### src/hw/rtl/spas_ram.sv
module spas_ram #(
  parameter int unsigned Width = 48,
  parameter int unsigned Depth = 64
) (
  input  logic                     clk_i,
  input  logic                     we_i,
  input  logic [$clog2(Depth)-1:0] waddr_i,
  input  logic [Width-1:0]         wdata_i,
  input  logic [$clog2(Depth)-1:0] raddr_i,
  output logic [Width-1:0]         rdata_o
);
  logic [Width-1:0] mem_q [Depth];

  always_ff @(posedge clk_i) begin
    if (we_i) begin
      mem_q[waddr_i] <= wdata_i;
    end
    rdata_o <= mem_q[raddr_i];
  end
endmodule
### config.mk
export PLATFORM = sky130hd
export DESIGN_NAME = spas_ram
export DESIGN_NICKNAME = d
export VERILOG_FILES = /design/src/hw/rtl/spas_ram.sv
export SDC_FILE = /design/constraint.sdc
export NUM_CORES = 2
export LEC_CHECK = 0
export BUFFER_PORTS_ARGS = -buffer_cell sky130_fd_sc_hd__buf_4
export CORE_UTILIZATION = 45
export CTS_CLUSTER_DIAMETER = 60
export DETAILED_ROUTE_END_ITERATION = 7
export SLEW_MARGIN = 20
export SYNTH_ARGS = -nofsm -noshare
export SYNTH_HDL_FRONTEND = slang
export SYNTH_SLANG_ARGS = --single-unit
### constraint.sdc
create_clock -name clk_i -period 6 [get_ports clk_i]
set_input_delay 0.6 -clock clk_i [delete_from_list [all_inputs] [get_ports clk_i]]
set_output_delay 0.6 -clock clk_i [all_outputs]
set_load 0.02 [all_outputs]
==> flow_metrics.env <==
export IMPL_min_delay_path_depth=1
export IMPL_tightest_slew_ps=1190
export IMPL_grtUsageTotal=0.241
export IMPL_htree_levels=5
export IMPL_syn_nets=5032
export IMPL_drv_slew=0
export IMPL_synth_top_family_by_area="multiplexers"
export IMPL_rr_worst_depth=5
export IMPL_syn_inst=4970
export IMPL_synth_fa_ha_area_frac=0
export IMPL_pwr_share_comb=0.046
export IMPL_grt_util_met3=0.0386
export IMPL_synth_simple_area_share=0.00957
export IMPL_grt_pass1_vias=56800
export IMPL_multiInputGateArea_um2=22900
export IMPL_hold_path_class="input port to flop"
export IMPL_p_per_area_nw_per_um2=346
export IMPL_grt_busiest_layer="met2"
export IMPL_via_per_inst=6.30
export IMPL_crit_fanout=78
export IMPL_chipWidth_um=512
export IMPL_cts_setup_buffers=0
export IMPL_worstSetupPathType="input port to flop"
export IMPL_cts_resized=0
export IMPL_gp_congestion=0.795
export IMPL_critPathLaunchType="input port"
export IMPL_ios=110
export IMPL_sw_frac_of_total=0.210
export IMPL_final_nets=5362
export IMPL_synth_cell_type_count=36
export IMPL_cts_sink_count=3120
export IMPL_clock_skew_ps=64.4
export IMPL_vias=56400
export IMPL_finalHoldViolCount=0
export IMPL_leakagePower_nw=41.3
export IMPL_cts_path_max_buffers=4
export IMPL_hp_start="wdata_i[6]"
export IMPL_pre_cts_ws_ps=1960
export IMPL_grt_antenna_before_repair=25
export IMPL_rsz0062_at_grt="false"
export IMPL_cts_tree="yes"
export IMPL_clock_latency_ps=970
export IMPL_grtUsageMet1=0.344
export IMPL_ys_seq_area_frac=0.796
export IMPL_grt_pass1_wl_mm=443
export IMPL_drive_above_1_share=0.286
export IMPL_fmax_mhz=334
export IMPL_clockPowerShare=0.429
export IMPL_ys_ff_latch=3120
export IMPL_die_area_um2=262000
export IMPL_core_area_um2=258000
export IMPL_synth_area_um2=117000
export IMPL_num_rows=186
export IMPL_fin_setup_tns_ps=0
export IMPL_routed_wl_mm=316
export IMPL_vdd_drop_max_mv=0.316
export IMPL_seqCellArea_um2=93200
export IMPL_area_delta_synth_final_pct=14.0
export IMPL_overflow=0
export IMPL_cp_required_ps=6770
export IMPL_min_to="mem_q[14][6]$_DFFE_PP_"
export IMPL_clk_pin_slew_worst_paths_ps=70
export IMPL_drtIter0Drc=7086
export IMPL_fill_cells=19800
export IMPL_dp_hpwl_mm=174
export IMPL_startpoint="raddr_i[2]"
export IMPL_post_route_drc_count=0
export IMPL_initial_core_util=0.454
export IMPL_crit_chain="buf_8 -> buf_4 -> nor2_4 -> buf_4 -> a22o_1 -> a221oi_1 -> a221oi_1"
export IMPL_worst_path_max_delay_cell="buf_4"
export IMPL_cp_arrival_ps=3770
export IMPL_slowest_delay_ps=640
export IMPL_first_pass_iters=6
export IMPL_rrSetupSlack_ps=3920
export IMPL_wire_per_inst_um=35.4
export IMPL_reg2reg_to="rdata_o[37]$_DFF_P_"
export IMPL_end_kind="flop"
export IMPL_grt_max_degree=105
export IMPL_hold_slack_ps=162
export IMPL_cap_viol_max_count=0
export IMPL_p_int_w=0.0365
export IMPL_synth_xor_area_frac=0
export IMPL_power_switching_w=0.00970
export IMPL_cts_root_buf="clkbuf_16"
export IMPL_setup_ws_ps=3000
export IMPL_fin_crit_sh=0.499
export IMPL_pwr_share_seq=0.525
export IMPL_run_status="completed"
export IMPL_die_height_um=512
export IMPL_setup_viol=0
export IMPL_synthMuxAreaShare=0.152
export IMPL_layout_min_cycle_time_ps=3000
export IMPL_ant_nets=0
export IMPL_avgSynthCellArea_um2=23.6
export IMPL_io_buffers=109
export IMPL_yosysWarnings=0
export IMPL_cts_hold_buf=0
export IMPL_cts_buffers=328
export IMPL_slew_headroom=0.206
export IMPL_synth_compound_area_frac=0.0302
export IMPL_r2r_start="mem_q[46][37]$_DFFE_PP_"
export IMPL_met2_usage=0.387
## worst max-delay path by stage
stage / to / slack, ps / cells after the start
after floorplan: mem_q[48][0]$_DFFE_PP_ / 1120 / 4
after global placement: rdata_o[34]$_DFF_P_ / 1990 / 7
after detailed placement: rdata_o[34]$_DFF_P_ / 1960 / 7
after CTS: rdata_o[34]$_DFF_P_ / 2980 / 7
after global routing: rdata_o[34]$_DFF_P_ / 3020 / 7
final: rdata_o[34]$_DFF_P_ / 3000 / 7
## layout by cell type, fill, tap and decap left out, types with 6 or more instances in the layout
master      netlist  routed
a211oi_1         32      32
a21oi_1          74      74
a221oi_1         83      83
a22o_1           57      57
a22oi_1          72      72
a311oi_1         11      11
buf_12            0      40
buf_4            62     237
bufinv_16         0      28
clkbuf_1         98      86
clkbuf_16         0     334
clkbuf_8          0      13
clkinv_1          0      50
clkinv_2          0      49
clkinvlp_4        0      11
dfxtp_1          48      48
edfxtp_1       3072    3072
inv_6             0       8
mux2_2           12      12
mux2i_1          63      63
mux4_2          754     754
nand2_1          55      54
nand2b_1         10       6
nand3_1           7       7
nor2_1          132      68
nor2_4            0      64
nor2b_1          24      19
o221ai_1         28      28
o22ai_1         122     122
## power groups by stage
stage,clock network [W],registers (W),logic [W]
after floorplan,0,0.0247,0.00115
after global placement,0,0.0247,0.00213
after detailed placement,0,0.0247,0.00216
after CTS,0.0201,0.0243,0.00216
after global routing,0.0209,0.0243,0.00226
final,0.0198,0.0243,0.00214
## kinds of logic (layout without fill, tap and decap cells)
group | Yosys count | in the layout
other | 0 | 3
muxes | 829 | 829
buffers and inverters | 282 | 867
DFF | 3120 | 3120
AOI/OAI and AO/OA | 486 | 486
and+or+nand+nor | 253 | 253
## Yosys cell counts
library cell	count	area share
clkbuf_2	1	0.000043
a31oi_1	1	0.000053
a311o_1	1	0.000085
o22ai_1	122	0.0065
edfxtp_1	3072	0.79
nand4_1	2	0.00011
nor2_1	132	0.0042
dfxtp_1	48	0.0082
buf_4	62	0.0040
nand4b_1	1	0.000075
or3_1	3	0.00016
a22oi_1	72	0.0046
nand3_1	7	0.00030
nand2b_1	10	0.00053
or3b_2	4	0.00030
nor2b_1	24	0.0013
buf_2	98	0.0042
mux2i_1	63	0.0054
a21oi_1	74	0.0032
a22o_1	57	0.0043
mux4_2	754	0.14
buf_6	11	0.0011
nand2_1	55	0.0018
a211oi_1	32	0.0021
buf_1	12	0.00038
mux2_2	12	0.0012
clkbuf_1	98	0.0031
nand3b_1	5	0.00032
or2_2	3	0.00016
a311oi_1	11	0.00082
nor3_1	3	0.00013
a31o_2	5	0.00037
o221ai_1	28	0.0021
a221oi_1	83	0.0062
and3_1	1	0.000053
and2_1	3	0.00016
## stage by stage
| stage | util | cells | cell area (um^2) | power, W |
|---|---|---|---|---|
| global route | 0.518 | 8940 | 133000 | 0.0474 |
| finish | 0.518 | 8942 | 133000 | 0.0462 |
| global placement | 0.477 | 8351 | 123000 | 0.0268 |
| floorplan | - | 4970 | 117000 | 0.0258 |
| CTS | 0.518 | 8939 | 133000 | 0.0465 |
| detailed placement | 0.477 | 8354 | 123000 | 0.0269 |
## routing by layer
metal  vias up  share of wire
li1      22200              -
met1     31000           0.41
met2      2655           0.48
met3       528          0.080
met4        14          0.030
met5         -        0.00029
## sequential cells by signal (all words and copies together) (netlist names)
signal	cells
mem_q	3072
rdata_o	48
## critical path, delay by kind of cell
| family | cells | cell delay [ps] |
|---|---|---|
| AOI/OAI and AO/OA | 3 | 1070 |
| buffers and inverters | 3 | 1590 |
| and+or+nand+nor | 1 | 310 |
## area by class of cell
| cell class | instances | share of cell area |
|---|---|---|
| repair buffers | 282 | 0.0202 |
| multi-input cells | 1568 | 0.172 |
| well taps | 3384 | 0.0317 |
| diodes | 3 | 0.0000562 |
| clock inverters | 152 | 0.0116 |
| flip-flops and latches | 3120 | 0.698 |
| clock buffers | 433 | 0.0664 |
Power figures use the tool's default switching activity.
